## config.mk

```make
export PLATFORM = sky130hd
export DESIGN_NAME = vocm_seq
export DESIGN_NICKNAME = d
export VERILOG_FILES = /design/src/hdl/vocm_pkg.sv /design/src/hdl/vocm_urom.sv /design/src/hdl/vocm_seq.sv
export SDC_FILE = /design/constraint.sdc
export NUM_CORES = 1
export LEC_CHECK = 0
export ABC_AREA = 1
export BUFFER_PORTS_ARGS = -buffer_cell sky130_fd_sc_hd__clkbuf_2
export CAP_MARGIN = 10
export CORE_AREA = 2 2 39 41
export DETAILED_ROUTE_END_ITERATION = 16
export DIE_AREA = 0 0 41 43
export GPL_TIMING_DRIVEN = 0
export SYNTH_ARGS = -nofsm -noshare
export SYNTH_HDL_FRONTEND = slang
export SYNTH_HIERARCHICAL = 1
export SYNTH_SLANG_ARGS = --single-unit
```

## constraint.sdc

```tcl
create_clock -name i_clk -period 2.1 [get_ports i_clk]
set_input_delay 0.21 -clock i_clk [delete_from_list [all_inputs] [get_ports i_clk]]
set_output_delay 0.21 -clock i_clk [all_outputs]
set_load 0.01 [all_outputs]
```

## src/hdl/vocm_pkg.sv

```systemverilog
// shared types, constants, microprogram layout and cube vertex table for the voxel mesher
package vocm_pkg;

    localparam int CHUNK_EDGE_DEF = 16;
    localparam int CRD_W          = 4;
    localparam int BLK_W          = 8;
    localparam int KIND_W         = 2;
    localparam int SIDE_W         = 3;
    localparam int POS_W          = 21;
    localparam int NRM_W          = 2;
    localparam int CFG_W          = 16;
    localparam int CFG_IDX_W      = 2;
    localparam int VCNT_W         = 6;
    localparam int PC_W           = 4;
    localparam int S_DATA_W       = 24;
    localparam int M_DATA_W       = 72;
    localparam logic [VCNT_W-1:0] VCNT_LAST = 6'd35;

    typedef enum logic [KIND_W-1:0] {
        KIND_GRID_WR = 2'd0,
        KIND_BND_WR  = 2'd1,
        KIND_QUERY   = 2'd2
    } t_kind;

    typedef enum logic [SIDE_W-1:0] {
        SIDE_LEFT   = 3'd0,
        SIDE_RIGHT  = 3'd1,
        SIDE_BOTTOM = 3'd2,
        SIDE_TOP    = 3'd3,
        SIDE_FRONT  = 3'd4,
        SIDE_BACK   = 3'd5
    } t_side;

    typedef enum logic [CFG_IDX_W-1:0] {
        CFG_CHUNK_X = 2'd0,
        CFG_CHUNK_Y = 2'd1,
        CFG_CHUNK_Z = 2'd2
    } t_cfg_idx;

    typedef enum logic [2:0] {
        OP_FETCH,
        OP_DISPATCH,
        OP_PROBE,
        OP_DECIDE,
        OP_EMIT
    } t_op;

    // one control word of the microprogram
    typedef struct packed {
        t_op             op;
        t_side           nside;
        logic            ctr_chk;
        logic            nbr_chk;
        logic [PC_W-1:0] tgt;
    } t_uword;

    // datapath status seen by the sequencer
    typedef struct packed {
        logic in_fire;
        logic query_ok;
        logic center_solid;
        logic covered;
        logic emit_done;
    } t_stat;

    typedef struct packed {
        logic                    cx;
        logic                    cy;
        logic                    cz;
        logic signed [NRM_W-1:0] nx;
        logic signed [NRM_W-1:0] ny;
        logic signed [NRM_W-1:0] nz;
    } t_vtx;

    // microprogram step addresses
    localparam logic [PC_W-1:0] ST_FETCH    = 4'd0;
    localparam logic [PC_W-1:0] ST_DISPATCH = 4'd1;
    localparam logic [PC_W-1:0] ST_PROBE_L  = 4'd2;
    localparam logic [PC_W-1:0] ST_PROBE_R  = 4'd3;
    localparam logic [PC_W-1:0] ST_PROBE_B  = 4'd4;
    localparam logic [PC_W-1:0] ST_PROBE_T  = 4'd5;
    localparam logic [PC_W-1:0] ST_PROBE_F  = 4'd6;
    localparam logic [PC_W-1:0] ST_PROBE_K  = 4'd7;
    localparam logic [PC_W-1:0] ST_DECIDE   = 4'd8;
    localparam logic [PC_W-1:0] ST_EMIT     = 4'd9;

    // faces in order front, back, left, right, top, bottom; six vertices each
    function automatic t_vtx cube_vertex(input logic [VCNT_W-1:0] k);
        t_vtx       v;
        logic [2:0] c;
        case (k)
            6'd0:  c = 3'b010;  6'd1:  c = 3'b000;  6'd2:  c = 3'b100;
            6'd3:  c = 3'b010;  6'd4:  c = 3'b100;  6'd5:  c = 3'b110;
            6'd6:  c = 3'b111;  6'd7:  c = 3'b101;  6'd8:  c = 3'b001;
            6'd9:  c = 3'b111;  6'd10: c = 3'b001;  6'd11: c = 3'b011;
            6'd12: c = 3'b011;  6'd13: c = 3'b001;  6'd14: c = 3'b000;
            6'd15: c = 3'b011;  6'd16: c = 3'b000;  6'd17: c = 3'b010;
            6'd18: c = 3'b110;  6'd19: c = 3'b100;  6'd20: c = 3'b101;
            6'd21: c = 3'b110;  6'd22: c = 3'b101;  6'd23: c = 3'b111;
            6'd24: c = 3'b011;  6'd25: c = 3'b010;  6'd26: c = 3'b110;
            6'd27: c = 3'b011;  6'd28: c = 3'b110;  6'd29: c = 3'b111;
            6'd30: c = 3'b000;  6'd31: c = 3'b001;  6'd32: c = 3'b101;
            6'd33: c = 3'b000;  6'd34: c = 3'b101;  6'd35: c = 3'b100;
            default: c = 3'b000;
        endcase
        v.cx = c[2];
        v.cy = c[1];
        v.cz = c[0];
        v.nx = 2'sd0;
        v.ny = 2'sd0;
        v.nz = 2'sd0;
        case (k) inside
            [6'd0:6'd5]:   v.nz = -2'sd1;
            [6'd6:6'd11]:  v.nz = 2'sd1;
            [6'd12:6'd17]: v.nx = -2'sd1;
            [6'd18:6'd23]: v.nx = 2'sd1;
            [6'd24:6'd29]: v.ny = 2'sd1;
            [6'd30:6'd35]: v.ny = -2'sd1;
            default:       v.nx = 2'sd0;
        endcase
        return v;
    endfunction

endpackage

```

## src/hdl/vocm_urom.sv

```systemverilog
// microprogram store: one control word per step
module vocm_urom (
    input  logic [vocm_pkg::PC_W-1:0] i_pc,
    output vocm_pkg::t_uword          o_word
);
    import vocm_pkg::*;

    always_comb begin
        unique case (i_pc)
            ST_FETCH:    o_word = '{op: OP_FETCH,    nside: SIDE_LEFT,  ctr_chk: 1'b0,
                                    nbr_chk: 1'b0, tgt: ST_FETCH};
            ST_DISPATCH: o_word = '{op: OP_DISPATCH, nside: SIDE_LEFT,  ctr_chk: 1'b0,
                                    nbr_chk: 1'b0, tgt: ST_FETCH};
            ST_PROBE_L:  o_word = '{op: OP_PROBE,    nside: SIDE_LEFT,  ctr_chk: 1'b1,
                                    nbr_chk: 1'b0, tgt: ST_FETCH};
            ST_PROBE_R:  o_word = '{op: OP_PROBE,    nside: SIDE_RIGHT, ctr_chk: 1'b0,
                                    nbr_chk: 1'b1, tgt: ST_FETCH};
            ST_PROBE_B:  o_word = '{op: OP_PROBE,    nside: SIDE_BOTTOM, ctr_chk: 1'b0,
                                    nbr_chk: 1'b1, tgt: ST_FETCH};
            ST_PROBE_T:  o_word = '{op: OP_PROBE,    nside: SIDE_TOP,   ctr_chk: 1'b0,
                                    nbr_chk: 1'b1, tgt: ST_FETCH};
            ST_PROBE_F:  o_word = '{op: OP_PROBE,    nside: SIDE_FRONT, ctr_chk: 1'b0,
                                    nbr_chk: 1'b1, tgt: ST_FETCH};
            ST_PROBE_K:  o_word = '{op: OP_PROBE,    nside: SIDE_BACK,  ctr_chk: 1'b0,
                                    nbr_chk: 1'b1, tgt: ST_FETCH};
            ST_DECIDE:   o_word = '{op: OP_DECIDE,   nside: SIDE_LEFT,  ctr_chk: 1'b0,
                                    nbr_chk: 1'b1, tgt: ST_FETCH};
            ST_EMIT:     o_word = '{op: OP_EMIT,     nside: SIDE_LEFT,  ctr_chk: 1'b0,
                                    nbr_chk: 1'b0, tgt: ST_FETCH};
            default:     o_word = '{op: OP_FETCH,    nside: SIDE_LEFT,  ctr_chk: 1'b0,
                                    nbr_chk: 1'b0, tgt: ST_FETCH};
        endcase
    end

endmodule

```

## src/hdl/vocm_seq.sv

```systemverilog
// step counter with conditional jumps over the microprogram
module vocm_seq (
    input  logic              i_clk,
    input  logic              i_rst_n,
    input  vocm_pkg::t_stat   i_stat,
    output vocm_pkg::t_uword  o_word
);
    import vocm_pkg::*;

    logic [PC_W-1:0] r_pc;
    logic [PC_W-1:0] n_pc;
    logic [PC_W-1:0] pc_inc;

    vocm_urom u_urom (
        .i_pc   (r_pc),
        .o_word (o_word)
    );

    assign pc_inc = r_pc + PC_W'(1);

    always_comb begin
        unique case (o_word.op)
            OP_FETCH:    n_pc = i_stat.in_fire ? pc_inc : r_pc;
            OP_DISPATCH: n_pc = i_stat.query_ok ? pc_inc : o_word.tgt;
            OP_PROBE:    n_pc = (o_word.ctr_chk && !i_stat.center_solid) ? o_word.tgt : pc_inc;
            OP_DECIDE:   n_pc = i_stat.covered ? o_word.tgt : pc_inc;
            OP_EMIT:     n_pc = i_stat.emit_done ? o_word.tgt : r_pc;
            default:     n_pc = ST_FETCH;
        endcase
    end

    always_ff @(posedge i_clk) begin
        if (!i_rst_n) begin
            r_pc <= ST_FETCH;
        end else begin
            r_pc <= n_pc;
        end
    end

endmodule

```

# Word level (Yosys, flattened, before mapping)
# Memories as Yosys holds them, arrays and structs flattened. A register that Yosys moved wholly into a read port is not among the register bits.
# Index checks and enable logic that the tools add are counted.
# W data, S select, Z words.
[totals]
ff_bits = 4
mem_bits_ro = 128
inputBits = 7
output_inout_bits = 12
word_cells = 21
mem_count = 1
[classes]
add_sub_neg = 1
n_eq_ne = 6
muxes = 8
reduce_logical = 4
[mem_list]
columns = ["name", "depth", "word_bits", "rd", "rd_clocked_by_memory_dff", "write_ports", "line_no", "rtl"]
rows = [
  ["(no name shown)", 16, 8, 1, 1, 0, "vocm_urom.sv:9", "unique case (i_pc)"],
]
[op_table]
columns = ["op", "n"]
rows = [
  ["$mux W4", 7],
  ["$pmux W4 S5", 1],
  ["$eq A3 B2 Y1 const B", 2],
  ["$add A4 B1 Y4 const B", 1],
  ["$ne A2 B2 Y1 const B", 2],
  ["$eq A3 B1 Y1 const B", 1],
  ["$eq A3 B3 Y1 const B", 1],
  ["$logic_not A3 Y1", 1],
  ["$reduce_and A2 Y1", 1],
  ["$logic_and A1 B1 Y1", 1],
  ["$logic_not A1 Y1", 1],
]

# Depth between registers and ports, before layout
[logic_depth]
ltp_word = 6
depth_mapped = 13
mapped_depth_nobuf = 13

# Hierarchy
# The synthesis kept the hierarchy.
[by_module_without_submodules]
columns = ["mod", "instances", "cells_per_inst", "area_per_inst_um2", "seq_area_each_um2"]
rows = [
  ["vocm_seq", 1, 61, 352.8, 80.1],
  ["vocm_urom", 1, 27, 123.9, 0.0],
]

# Least setup slack after synthesis
# Ideal clock, no wire load.
[synth_timing]
path_kind = "register to register"
from = "reg r_pc[1]"
to = "reg r_pc[2]"
setup_ns = 0.116
t_arrival_ns = 1.452
required_ns = 1.984
slack_ns = 0.532
path_stages_with_launch = 13
path_buffers = 0
period_less_slack_ns = 1.568
cell_sequence = "dfxtp_1 > nor2_2 > nand2_1 > nor2_1 > inv_2 > nand3_1 > nor2_1 > nor2_1 > nand2_2 > nand2_1 > nand2_1 > nand2_1 > a21oi_1"
[synth_via]
elab_chain_cells = 3
word_cells_on_any_way = 6
classes_between = "1 x add/sub; 5 x mux"
[synth_lines]
columns = ["item", "line_no", "rtl"]
rows = [
  ["start, declared", "vocm_seq.sv:10", "logic [PC_W-1:0] r_pc;"],
  ["start signal, assigned", "vocm_seq.sv:36", "r_pc <= n_pc;"],
  ["$add A4 B1 Y4 *", "vocm_seq.sv:19", "assign pc_inc = r_pc + PC_W'(1);"],
  ["$mux W4, on equally long branches", "-", ""],
  ["$pmux W4 S5 *", "vocm_seq.sv:22", "unique case (o_word.op)"],
]
# Every way passes the cells marked *; elsewhere a longest branch is shown, timed or not. The select of a mux whose other input is x is not followed.
# A chain may end at the register's enable or synchronous reset.

# Final worst setup path
[layout_timing]
from = "reg r_pc[1]"
to = "reg r_pc[1]"
# Same word-level chain as after synthesis.

==> reports/metrics.csv <==
stage,metric,value,unit
timing,ratio of final minimum period to clock period,0.7898,
drt,DRT Pass-1 Iters,6,
global_route,gr usage total,0.1357,
pwr,worst vdd ir,0.0006400,V
global_route,Overflow after GRT,0,
clocking,Clock Path Buffers,2,
drt,final WL,1.011,mm
timing,unrepaired setup endpoints after global routing,no,
clocking,total CTS buffers,3,
clocking,TritonCTS clock tree,yes,
layout,Largest regs,r_pc: 4 flops,
drt,DRT iter0 DRCs,12,
drt,drt drc,0,
clocking,"Setup Fix Bufs, Post-CTS",0,
placement,Port Buf Inserts,14,
placement,RD Place Congestion,0.7641,
yosys,Mean Syn Cell Area,5.417,um2
yosys,post-synthesis sequential area ratio,0.1680,
global_route,vias in the first global route,408,
drt,via count,532,
placement,post-DP HPWL,826.3,um
drt,Antenna Violating Nets Remaining,0,
setup_path,"Worst Path Class, Setup",reg -> reg,
yosys,number of synthesized flops with an enable pin,0,
yosys,Post-Syn Area,476.7,um2
setup_path,R2R setup slack,0.44,ns
floorplan,Die Ht,43,um
global_route,global-route wire length before repair,1.566,mm
yosys,"flops & latches, synth",4,
timing,Hold WS,0.2515,ns
timing,shortest period the worst path allows,1.659,ns
timing,Final Skew,0.002905,ns
setup_path,Critical Path AT,1.77,ns
yosys,ys flop type,dfxtp_1,
pwr,PwrDens,1372,nW/um2
global_route,largest net degree at the start of global routing,11,
clocking,total clock sinks,4,
floorplan,Die X,41,um
status,outcome,finished clean,
layout,share of layout cells above drive strength 1,0.2778,
clocking,CTS root buf,clkbuf_4,
pwr,Leak,0.3521,nW
clocking,hold buffers post-CTS,0,
setup_path,crit path launch type,flop,
clocking,Resize count post-CTS,0,
yosys,Synth Warn #,6,
floorplan,core outline area,1384,um2
layout,Largest register FFs,4,
timing,Fmax achieved,602.9,MHz
layout,nets,118,
timing,Setup Viol. Count Final,0,
drt,WL/cell,8.153,um
layout,largest reg by FF count,r_pc,
clocking,clk slew on worst S/H paths,0.04,ns
layout,antenna cells,0,
setup_path,Worst Path Required,2.21,ns
setup_path,Worst setup EP type,flop,
setup_path,crit path max fanout,9,
clocking,latest clock arrival within the worst-skew pair,0.23,ns
hold_path,Worst Hold Class,in -> reg,
global_route,initial antenna violation count,0,
floorplan,Initial Utilization,0.3445,
drt,Vias/cell,4.290,
floorplan,I/O pin count,19,
timing,Fin. Hold Viols,0,
yosys,Syn Inst Count,88,
floorplan,Die ar.,1763,um2
clocking,H-tree levels,1,
yosys,"FFs w/ async S/R, synth",0,
run,max-cap violations,0,
floorplan,Rows,14,
timing,Sum Neg Setup Slack,0,ns
timing,Final Max Tran Viols,0,
yosys,Unique masters post-synth,18,
layout,Layout area overhead,25.98,%
==> cells in the mapped netlist (2+ instances only) <==
cell | instances | area, um2
nand2_1 | 31 | 116.4
nor2_1 | 13 | 48.80
inv_1 | 10 | 37.54
nand3_1 | 6 | 30.03
a21oi_1 | 4 | 20.02
buf_4 | 4 | 30.03
dfxtp_1 | 4 | 80.08
inv_2 | 3 | 11.26
nand2_2 | 3 | 18.77
nor2_2 | 2 | 12.51
==> cell type report <==
type,count,area [um2]
buffer,4,30.03
clock buffer,3,22.52
fill,165,783.3
inverter,13,48.80
multi-input combinational,70,329.1
sequential,4,80.08
tap,16,20.02
timing repair buffer,14,70.07
==> cell families (layout without fill, tap and decap cells) <==
group | count (synthesis) | after routing | synth area share
compound gates | 7 | 7 | 0.1102
xor+xnor | 2 | 2 | 0.03675
fa+ha+maj | 1 | 1 | 0.02624
buf+inv | 17 | 34 | 0.1654
flops | 4 | 4 | 0.1680
other cells | 1 | 4 | 0.007866
simple gates | 56 | 56 | 0.4856
==> metrics by stage <==
stage	instance area, um2	power, mW	cells	worst slack (ns)	util
floorplan	488.0	0.6029	91	0.5325	-
global placement	578.1	0.7358	121	0.4495	0.4177
detailed placement	578.1	0.7355	121	0.4367	0.4177
CTS	600.6	0.8345	124	0.4336	0.4340
global route	600.6	0.9319	124	0.2128	0.4340
finish	600.6	0.8240	124	0.4415	0.4340
==> routing by layer <==
| metal | routed length, um | track usage |
|---|---|---|
| met5 | 0 | 0 |
| met4 | 0 | 0.1000 |
| met3 | 34 | 0.03141 |
| met2 | 471 | 0.1969 |
| met1 | 506 | 0.1645 |
==> cell usage in the layout (no fill, tap or decap), drive strengths merged, types with 4 or more instances in the layout <==
cell type,synthesis,layout
nand2,34,34
conb,1,4
clkbuf,0,17
buf,4,4
nand3,6,6
inv,13,13
dfxtp,4,4
a21oi,4,4
nor2,15,15
==> power by group <==
part	total, mW	switching (mW)	internal, mW
sequential	0.159	0.0561	0.103
combinational	0.573	0.352	0.221
clock	0.0913	0.0277	0.0637
==> critical path, cell delays in order (launching register included) <==
cell and delay, ns:
dfxtp_1 0.48, nor2_2 0.09, nand2_1 0.12, nand2_1 0.14
nor2_2 0.16, nand2_1 0.09, o22ai_4 0.20, inv_1 0.11
nand2_1 0.09, a21oi_1 0.06
==> final timing paths <==
kind	from	endpoint	depth (start not counted)
worst min register to register	r_pc[3]	r_pc[3]	2
worst max-delay path	r_pc[1]	r_pc[1]	9
worst max register to register	r_pc[1]	r_pc[1]	9
worst min-delay path	i_rst_n	r_pc[3]	3
(Power assumes the default switching activity.)
